**config.mk**
```make
export PLATFORM = sky130hd
export DESIGN_NAME = positional_insert_queue
export DESIGN_NICKNAME = d
export VERILOG_FILES = /design/src/rtl/core/pinq_pkg.sv /design/src/rtl/core/pinq_cell.sv /design/src/rtl/core/positional_insert_queue.sv
export SDC_FILE = /design/constraint.sdc
export NUM_CORES = 1
export LEC_CHECK = 0
export BUFFER_PORTS_ARGS = -buffer_cell sky130_fd_sc_hd__buf_2
export CAP_MARGIN = 20
export CORE_ASPECT_RATIO = 1.25
export CORE_MARGIN = 5
export CORE_UTILIZATION = 40
export DETAILED_ROUTE_END_ITERATION = 8
export PLACE_DENSITY = 0.55
export SLEW_MARGIN = 20
export SYNTH_ARGS = -nofsm -noshare
export SYNTH_HDL_FRONTEND = slang
export SYNTH_SLANG_ARGS = --single-unit
```
**constraint.sdc**
```tcl
create_clock -name i_clk -period 5.5 [get_ports i_clk]
set_clock_uncertainty 0.15 [all_clocks]
set_input_delay 0 -clock i_clk [delete_from_list [all_inputs] [get_ports i_clk]]
set_output_delay 0 -clock i_clk [all_outputs]
set_load 0.02 [all_outputs]
```
**src/rtl/core/pinq_pkg.sv**
```systemverilog
`timescale 1ns / 1ps
// Package for the positional insert queue: request kinds, status codes and cell operations.
// No dependencies; used by pinq_cell, positional_insert_queue and pinq_checker.
package pinq_pkg;

    // Default sizes, handed down through the top-level parameters
    localparam int DEPTH_DEF      = 16;
    localparam int COMP_WIDTH_DEF = 16;

    // Request kinds
    typedef enum logic [1:0] {
        KIND_PUSH   = 2'd0,
        KIND_INSERT = 2'd1,
        KIND_POP    = 2'd2,
        KIND_SEARCH = 2'd3
    } t_kind;

    // Result status codes
    typedef enum logic [1:0] {
        ST_OK    = 2'd0,
        ST_EMPTY = 2'd1,
        ST_RANGE = 2'd2,
        ST_FULL  = 2'd3
    } t_status;

    // What one cell does at the next edge
    typedef enum logic [1:0] {
        OP_HOLD       = 2'd0,
        OP_FROM_LEFT  = 2'd1,
        OP_FROM_RIGHT = 2'd2,
        OP_LOAD       = 2'd3
    } t_cell_op;

endpackage

```
**src/rtl/core/pinq_cell.sv**
```systemverilog
`timescale 1ns / 1ps
// One storage cell of the queue chain: holds an (x, y) entry and a registered match flag.
// Depends on pinq_pkg for the cell operation type.
module pinq_cell import pinq_pkg::*; #(
    parameter int COMP_WIDTH = COMP_WIDTH_DEF
) (
    input  logic                  i_clk,
    input  t_cell_op              i_op,
    input  logic                  i_probe,
    input  logic                  i_live,
    input  logic [COMP_WIDTH-1:0] i_left_x,
    input  logic [COMP_WIDTH-1:0] i_left_y,
    input  logic [COMP_WIDTH-1:0] i_right_x,
    input  logic [COMP_WIDTH-1:0] i_right_y,
    input  logic [COMP_WIDTH-1:0] i_new_x,
    input  logic [COMP_WIDTH-1:0] i_new_y,
    output logic [COMP_WIDTH-1:0] o_x,
    output logic [COMP_WIDTH-1:0] o_y,
    output logic                  o_hit
);

    logic [COMP_WIDTH-1:0] r_x, n_x;
    logic [COMP_WIDTH-1:0] r_y, n_y;
    logic                  r_hit, n_hit;

    // Entry select: keep, take a neighbor's entry, or load the new word
    always_comb begin
        case (i_op)
            OP_HOLD: begin
                n_x = r_x;
                n_y = r_y;
            end
            OP_FROM_LEFT: begin
                n_x = i_left_x;
                n_y = i_left_y;
            end
            OP_FROM_RIGHT: begin
                n_x = i_right_x;
                n_y = i_right_y;
            end
            OP_LOAD: begin
                n_x = i_new_x;
                n_y = i_new_y;
            end
            default: begin
                n_x = r_x;
                n_y = r_y;
            end
        endcase
    end

    // Match against the search key, taken from the entry before update
    always_comb begin
        n_hit = r_hit;
        if (i_probe) begin
            n_hit = i_live && (r_x == i_new_x) && (r_y == i_new_y);
        end
    end

    always_ff @(posedge i_clk) begin
        r_x   <= n_x;
        r_y   <= n_y;
        r_hit <= n_hit;
    end

    assign o_x   = r_x;
    assign o_y   = r_y;
    assign o_hit = r_hit;

endmodule

```
**src/rtl/core/positional_insert_queue.sv**
```systemverilog
`timescale 1ns / 1ps
// Top level of the positional insert queue: a chain of pinq_cell entries plus request control.
// Depends on pinq_pkg and pinq_cell.
//
//   channel   direction  handshake                 payload
//   request   in         i_in_valid / o_in_stall   i_kind, i_position, i_data_x, i_data_y
//   result    out        o_out_valid / i_out_stall o_status, o_found, o_out_x, o_out_y, o_count
//
// One request is accepted per cycle while o_in_stall is low; every cell shifts, loads or holds at the accept edge.
// A result is registered first in the middle stage, together with the per-cell match flags,
// then in the output register, which takes the OR of those flags as the found bit.
// Reset (synchronous, active low) empties the queue; entry contents are not cleared.
// A stalled result holds the output register; the request side stalls only when
// both the middle stage and the output register are full.
module positional_insert_queue import pinq_pkg::*; #(
    parameter int DEPTH      = DEPTH_DEF,
    parameter int COMP_WIDTH = COMP_WIDTH_DEF,
    parameter int CNT_W      = $clog2(DEPTH + 1)
) (
    input  logic                  i_clk,
    input  logic                  i_rst_n,
    // request channel
    input  logic                  i_in_valid,
    output logic                  o_in_stall,
    input  logic [1:0]            i_kind,
    input  logic [CNT_W-1:0]      i_position,
    input  logic [COMP_WIDTH-1:0] i_data_x,
    input  logic [COMP_WIDTH-1:0] i_data_y,
    // result channel
    output logic                  o_out_valid,
    input  logic                  i_out_stall,
    output logic [1:0]            o_status,
    output logic                  o_found,
    output logic [COMP_WIDTH-1:0] o_out_x,
    output logic [COMP_WIDTH-1:0] o_out_y,
    output logic [CNT_W-1:0]      o_count
);

    localparam logic [CNT_W-1:0] FULL_CNT = CNT_W'(DEPTH);

    t_kind                 w_kind;
    logic                  w_accept;
    logic                  w_adv;
    logic [CNT_W-1:0]      w_at;
    logic                  w_ins_ok;
    logic                  w_pop_ok;
    t_status               w_status;

    logic [CNT_W-1:0]      r_count, n_count;
    logic                  r_s1_valid, n_s1_valid;
    t_status               r_s1_status;
    logic [COMP_WIDTH-1:0] r_s1_x, r_s1_y;
    logic [CNT_W-1:0]      r_s1_count;
    logic                  r_out_valid, n_out_valid;
    t_status               r_out_status;
    logic                  r_out_found;
    logic [COMP_WIDTH-1:0] r_out_x, r_out_y;
    logic [CNT_W-1:0]      r_out_count;

    logic [COMP_WIDTH-1:0] w_cx [DEPTH];
    logic [COMP_WIDTH-1:0] w_cy [DEPTH];
    logic [DEPTH-1:0]      w_hit;

    // Handshake: middle stage moves when the output register is free or drains
    assign w_kind     = t_kind'(i_kind);
    assign w_adv      = r_s1_valid && (!r_out_valid || !i_out_stall);
    assign o_in_stall = r_s1_valid && !w_adv;
    assign w_accept   = i_in_valid && !o_in_stall;

    // Request decode and status
    always_comb begin
        w_at     = (w_kind == KIND_PUSH) ? r_count : i_position;
        w_ins_ok = 1'b0;
        w_pop_ok = 1'b0;
        w_status = ST_OK;
        n_count  = r_count;
        case (w_kind)
            KIND_PUSH, KIND_INSERT: begin
                if (w_at > r_count) begin
                    w_status = ST_RANGE;
                end else if (r_count == FULL_CNT) begin
                    w_status = ST_FULL;
                end else begin
                    w_ins_ok = 1'b1;
                end
            end
            KIND_POP: begin
                if (r_count == '0) begin
                    w_status = ST_EMPTY;
                end else begin
                    w_pop_ok = 1'b1;
                end
            end
            default: begin
                w_status = ST_OK;
            end
        endcase
        if (w_accept && w_ins_ok) begin
            n_count = r_count + CNT_W'(1);
        end else if (w_accept && w_pop_ok) begin
            n_count = r_count - CNT_W'(1);
        end
    end

    // Cell chain: each cell decodes its move from its own index
    for (genvar gi = 0; gi < DEPTH; gi++) begin : g_cell
        localparam logic [CNT_W-1:0] IDX  = CNT_W'(gi);
        localparam logic [CNT_W-1:0] NEXT = CNT_W'(gi + 1);

        t_cell_op              w_op;
        logic [COMP_WIDTH-1:0] w_lx, w_ly, w_rx, w_ry;

        always_comb begin
            w_op = OP_HOLD;
            if (w_accept && w_ins_ok) begin
                if (IDX == w_at) begin
                    w_op = OP_LOAD;
                end else if (IDX > w_at && IDX <= r_count) begin
                    w_op = OP_FROM_LEFT;
                end
            end else if (w_accept && w_pop_ok) begin
                if (NEXT < r_count) begin
                    w_op = OP_FROM_RIGHT;
                end
            end
        end

        if (gi == 0) begin : g_head
            assign w_lx = '0;
            assign w_ly = '0;
        end else begin : g_mid
            assign w_lx = w_cx[gi-1];
            assign w_ly = w_cy[gi-1];
        end

        if (gi == DEPTH - 1) begin : g_tail
            assign w_rx = '0;
            assign w_ry = '0;
        end else begin : g_body
            assign w_rx = w_cx[gi+1];
            assign w_ry = w_cy[gi+1];
        end

        pinq_cell #(
            .COMP_WIDTH (COMP_WIDTH)
        ) u_cell (
            .i_clk     (i_clk),
            .i_op      (w_op),
            .i_probe   (w_accept),
            .i_live    ((w_kind == KIND_SEARCH) && (IDX < r_count)),
            .i_left_x  (w_lx),
            .i_left_y  (w_ly),
            .i_right_x (w_rx),
            .i_right_y (w_ry),
            .i_new_x   (i_data_x),
            .i_new_y   (i_data_y),
            .o_x       (w_cx[gi]),
            .o_y       (w_cy[gi]),
            .o_hit     (w_hit[gi])
        );
    end

    // Control registers
    always_comb begin
        n_s1_valid = w_accept || (r_s1_valid && !w_adv);
        n_out_valid = w_adv || (r_out_valid && i_out_stall);
    end

    always_ff @(posedge i_clk) begin
        if (!i_rst_n) begin
            r_count     <= '0;
            r_s1_valid  <= 1'b0;
            r_out_valid <= 1'b0;
        end else begin
            r_count     <= n_count;
            r_s1_valid  <= n_s1_valid;
            r_out_valid <= n_out_valid;
        end
    end

    // Middle stage: status, popped head and count after the request
    always_ff @(posedge i_clk) begin
        if (w_accept) begin
            r_s1_status <= w_status;
            r_s1_x      <= w_pop_ok ? w_cx[0] : '0;
            r_s1_y      <= w_pop_ok ? w_cy[0] : '0;
            r_s1_count  <= n_count;
        end
    end

    // Output register: found is the OR of the registered cell matches
    always_ff @(posedge i_clk) begin
        if (w_adv) begin
            r_out_status <= r_s1_status;
            r_out_found  <= |w_hit;
            r_out_x      <= r_s1_x;
            r_out_y      <= r_s1_y;
            r_out_count  <= r_s1_count;
        end
    end

    assign o_out_valid = r_out_valid;
    assign o_status    = r_out_status;
    assign o_found     = r_out_found;
    assign o_out_x     = r_out_x;
    assign o_out_y     = r_out_y;
    assign o_count     = r_out_count;

endmodule

```
==> impl_metrics.csv <==
group,metric,value,unit
timing,setup_tns,0,ns
cts,cts_resized,0,
cts,cts_max_path_buffers,3,
job,max-cap-violations,0,
critical_path,crit_arrival,4.75,ns
power_and_ir_drop,vdd.ir_drop.worst,0.219,mV
placed_design,hpwl,99700,um
placed_design,dp.cells,4018,
min_path,hold_class,"input port to flip-flop",
timing,slew_violations,0,
critical_path,path_class,"flip-flop to flip-flop",
cells_and_area,drive_above_1_share,0.123,
routing,first_iter_violations,3186,
global_route,grt_pass1_vias,26755,
global_route,antenna_found_initial,0,
synth,syn_inst,2968,
timing,whs,0.0376,ns
timing,max_slew_margin,0.289,
routing,dr_total_vias,26982,
outcome,outcome,"finished, final reports clean",
cells_and_area,area_growth,12.3,%
global_route,gr-total-overflow,0,
power_and_ir_drop,p_per_area,306,nW/um2
timing,fin_crit,4.65,ns
placed_design,place.gp.congestion,0.914,
cts,numCtsBuffers,69,
synth,synth_area,35400,um2
cts,htreeDepth,3,
critical_path,crit_fanout,33,
routing,drc,0,
routing,wl_per_cell,32.7,um
timing,fmax,0.215,GHz
power_and_ir_drop,power.leakage,13.8,nW
synth,yosysTopAreaCell,"edfxtp_1",
floorplanning,core,88200,um2
floorplanning,start_util,0.401,
synth,ys_warn_count,0,
synth,syn_area_per_cell,11.9,um2
synth,ys_ff_latch,614,
synth,ys_seq_area_frac,0.519,
routing,avgViaCountPerCell,6.46,
timing,hold_viol_final,0,
timing,max_slew.worst_pin.slew,1.06,ns
timing,setup_viol,0,
cts,root_buffer,"clkbuf_16",
synth,synth_flop_cell,"edfxtp_1",
floorplanning,chipWidth,276,um
critical_path,end_kind,"flip-flop",
cells_and_area,instances_no_fill,4175,
synth,ys_types,73,
global_route,grt_pass1_wl,195000,um
critical_path,required,5.60,ns
placed_design,port_buffers,84,
floorplanning,ios,85,
synth,synth_area_leaders,"edfxtp_1 (52%), a221o_1 (13%), xnor2_1 (7.0%), and2_1 (5.6%), xor2_1 (5.4%)",
global_route,grt_start_max_net_pins,66,
synth,synth_top_area_frac,0.515,
timing,rsz0062_at_grt,"false",
cts,postCtsSetupBuffers,0,
global_route,grt_use_total,0.277,
routing,wl,136000,um
timing,min_period_over_period,0.845,
synth,syn_nets,3021,
routing,antenna_left,0,
synth,async_reset_ff_frac,0,
synth,synth_edf_count,607,
floorplanning,rows,122,
routing,drtPass1Iterations,6,
placed_design,place_area,37200,um2
cells_and_area,nNetsFinal,2999,
floorplanning,die_area,94600,um2
cells_and_area,final_area,39700,um2
cts,cts_sinks,614,
critical_path,startpoint_type,"flip-flop",
cts,insertion_delay,0.62,ns
cts,clk_pin_slew,0.06,ns
floorplanning,die_h,343,um
cts,cts_tree,"built",
## power by group
part           internal (mW)  switching (mW)
sequential              5.39           0.181
clock                   2.65            2.00
combinational          0.594            1.34
## sequential cells by signal, summed over array words and instances, names as in the netlist
| signal | flops |
|---|---|
| o_out_y | 16 |
| g_cell.u_cell.o_hit | 16 |
| r_s1_x | 16 |
| o_status | 2 |
| r_count | 5 |
| g_cell.u_cell.o_y | 256 |
| o_found | 1 |
| r_s1_count | 5 |
| o_count | 5 |
| o_out_x | 16 |
| r_s1_valid | 1 |
| g_cell.u_cell.o_x | 256 |
| r_s1_y | 16 |
| r_s1_status | 2 |
| o_out_valid | 1 |
## path summary, 6_finish.rpt
path	from	to	slack (ns)	cells past startpoint
worst max-delay path	r_count[0]	g_cell[11].u_cell.o_x[5]	0.85	10
worst min-delay path	i_data_y[2]	g_cell[15].u_cell.o_y[2]	0.04	3
worst max register to register	r_count[0]	g_cell[11].u_cell.o_x[5]	0.85	10
worst min register to register	r_s1_y[5]	o_out_y[5]	0.26	0
## synthesized netlist by cell type, drive strengths merged, types with 5 or more instances
cell,count
dfxtp,7
o21ai,24
edfxtp,607
ha,10
a31oi,17
a22o,33
o31ai,38
xor2,218
and2,318
nor4,73
inv,58
nand2b,5
o22ai,10
xnor2,282
nor3,64
a21oi,19
buf,134
nand2,24
nor2,41
mux2i,6
nand4,119
a221o,448
clkbuf,196
and3,139
nand3,19
## logic make-up (layout without fill, tap and decap cells)
family / after synthesis / count (layout) / share of synthesized area
simple gates: 824 / 824 / 0.141
compound gates: 626 / 626 / 0.165
flops: 614 / 614 / 0.519
xor+xnor: 500 / 500 / 0.124
buf+inv: 388 / 416 / 0.0458
fa+ha+maj: 10 / 10 / 0.00354
mux: 6 / 6 / 0.00180
other cells: 0 / 1 / 0
## per-layer routing
metal  wire length (um)  global-route usage  up-vias
li1                   -                   -    11516
met1              50800               0.333    13676
met2              66900               0.480     1442
met3               8410              0.0287      348
met4              10300               0.173        0
met5                  0                   0        -
## through the flow
stage,util,power (mW),setup slack [ns]
3_3_place_gp,0.420,7.54,0.883
4_1_cts,0.450,12.2,0.900
6_report,0.450,12.2,0.854
2_1_floorplan,-,6.77,-0.161
3_5_place_dp,0.421,7.56,0.867
5_1_grt,0.450,12.5,0.663
## layout by cell type, fill, tap and decap left out, types with 9 or more instances in the layout
master	netlist	final
dlygate4sd3_1	0	34
xor2_1	218	218
o21ai_0	18	13
xnor2_1	282	282
a221o_1	448	448
nor2_1	40	35
buf_2	93	84
clkbuf_1	196	17
inv_1	57	57
and3_1	139	136
a22o_1	33	33
nor3_1	56	56
nand4_1	118	118
clkinv_1	0	9
and2_1	316	316
nand3_1	19	19
o31ai_1	38	33
ha_1	10	10
buf_4	3	114
nand2_1	24	24
nor4_1	72	71
edfxtp_1	607	607
a21oi_1	19	15
clkbuf_16	0	71
## final cells by class
class / instances / area (um2)
timing repair buffer: 237 / 1740
clock buffer: 91 / 1880
inverter: 58 / 218
fill: 8223 / 48500
tap: 1178 / 1470
clock inverter: 30 / 309
sequential: 614 / 18400
multi-input combinational: 1966 / 15700
antenna: 1 / 2.50
## what timing repair did
| action | in CTS | in global routing |
|---|---|---|
| hold endpoints to repair | 142 | 0 |
| hold buffers | 34 | 0 |
| endpoints found under the setup margin | 0 | 0 |
## critical path: stages (launching register included)
cell	delay [ns]
dfxtp_1	0.77
inv_1	0.33
ha_1	0.41
nand4bb_1	0.19
nand3_1	0.33
buf_4	0.31
nor3_2	0.67
a31oi_4	0.15
buf_4	0.32
o31ai_4	0.11
buf_4	0.48
Note: power is estimated with default switching activity, not from simulation.
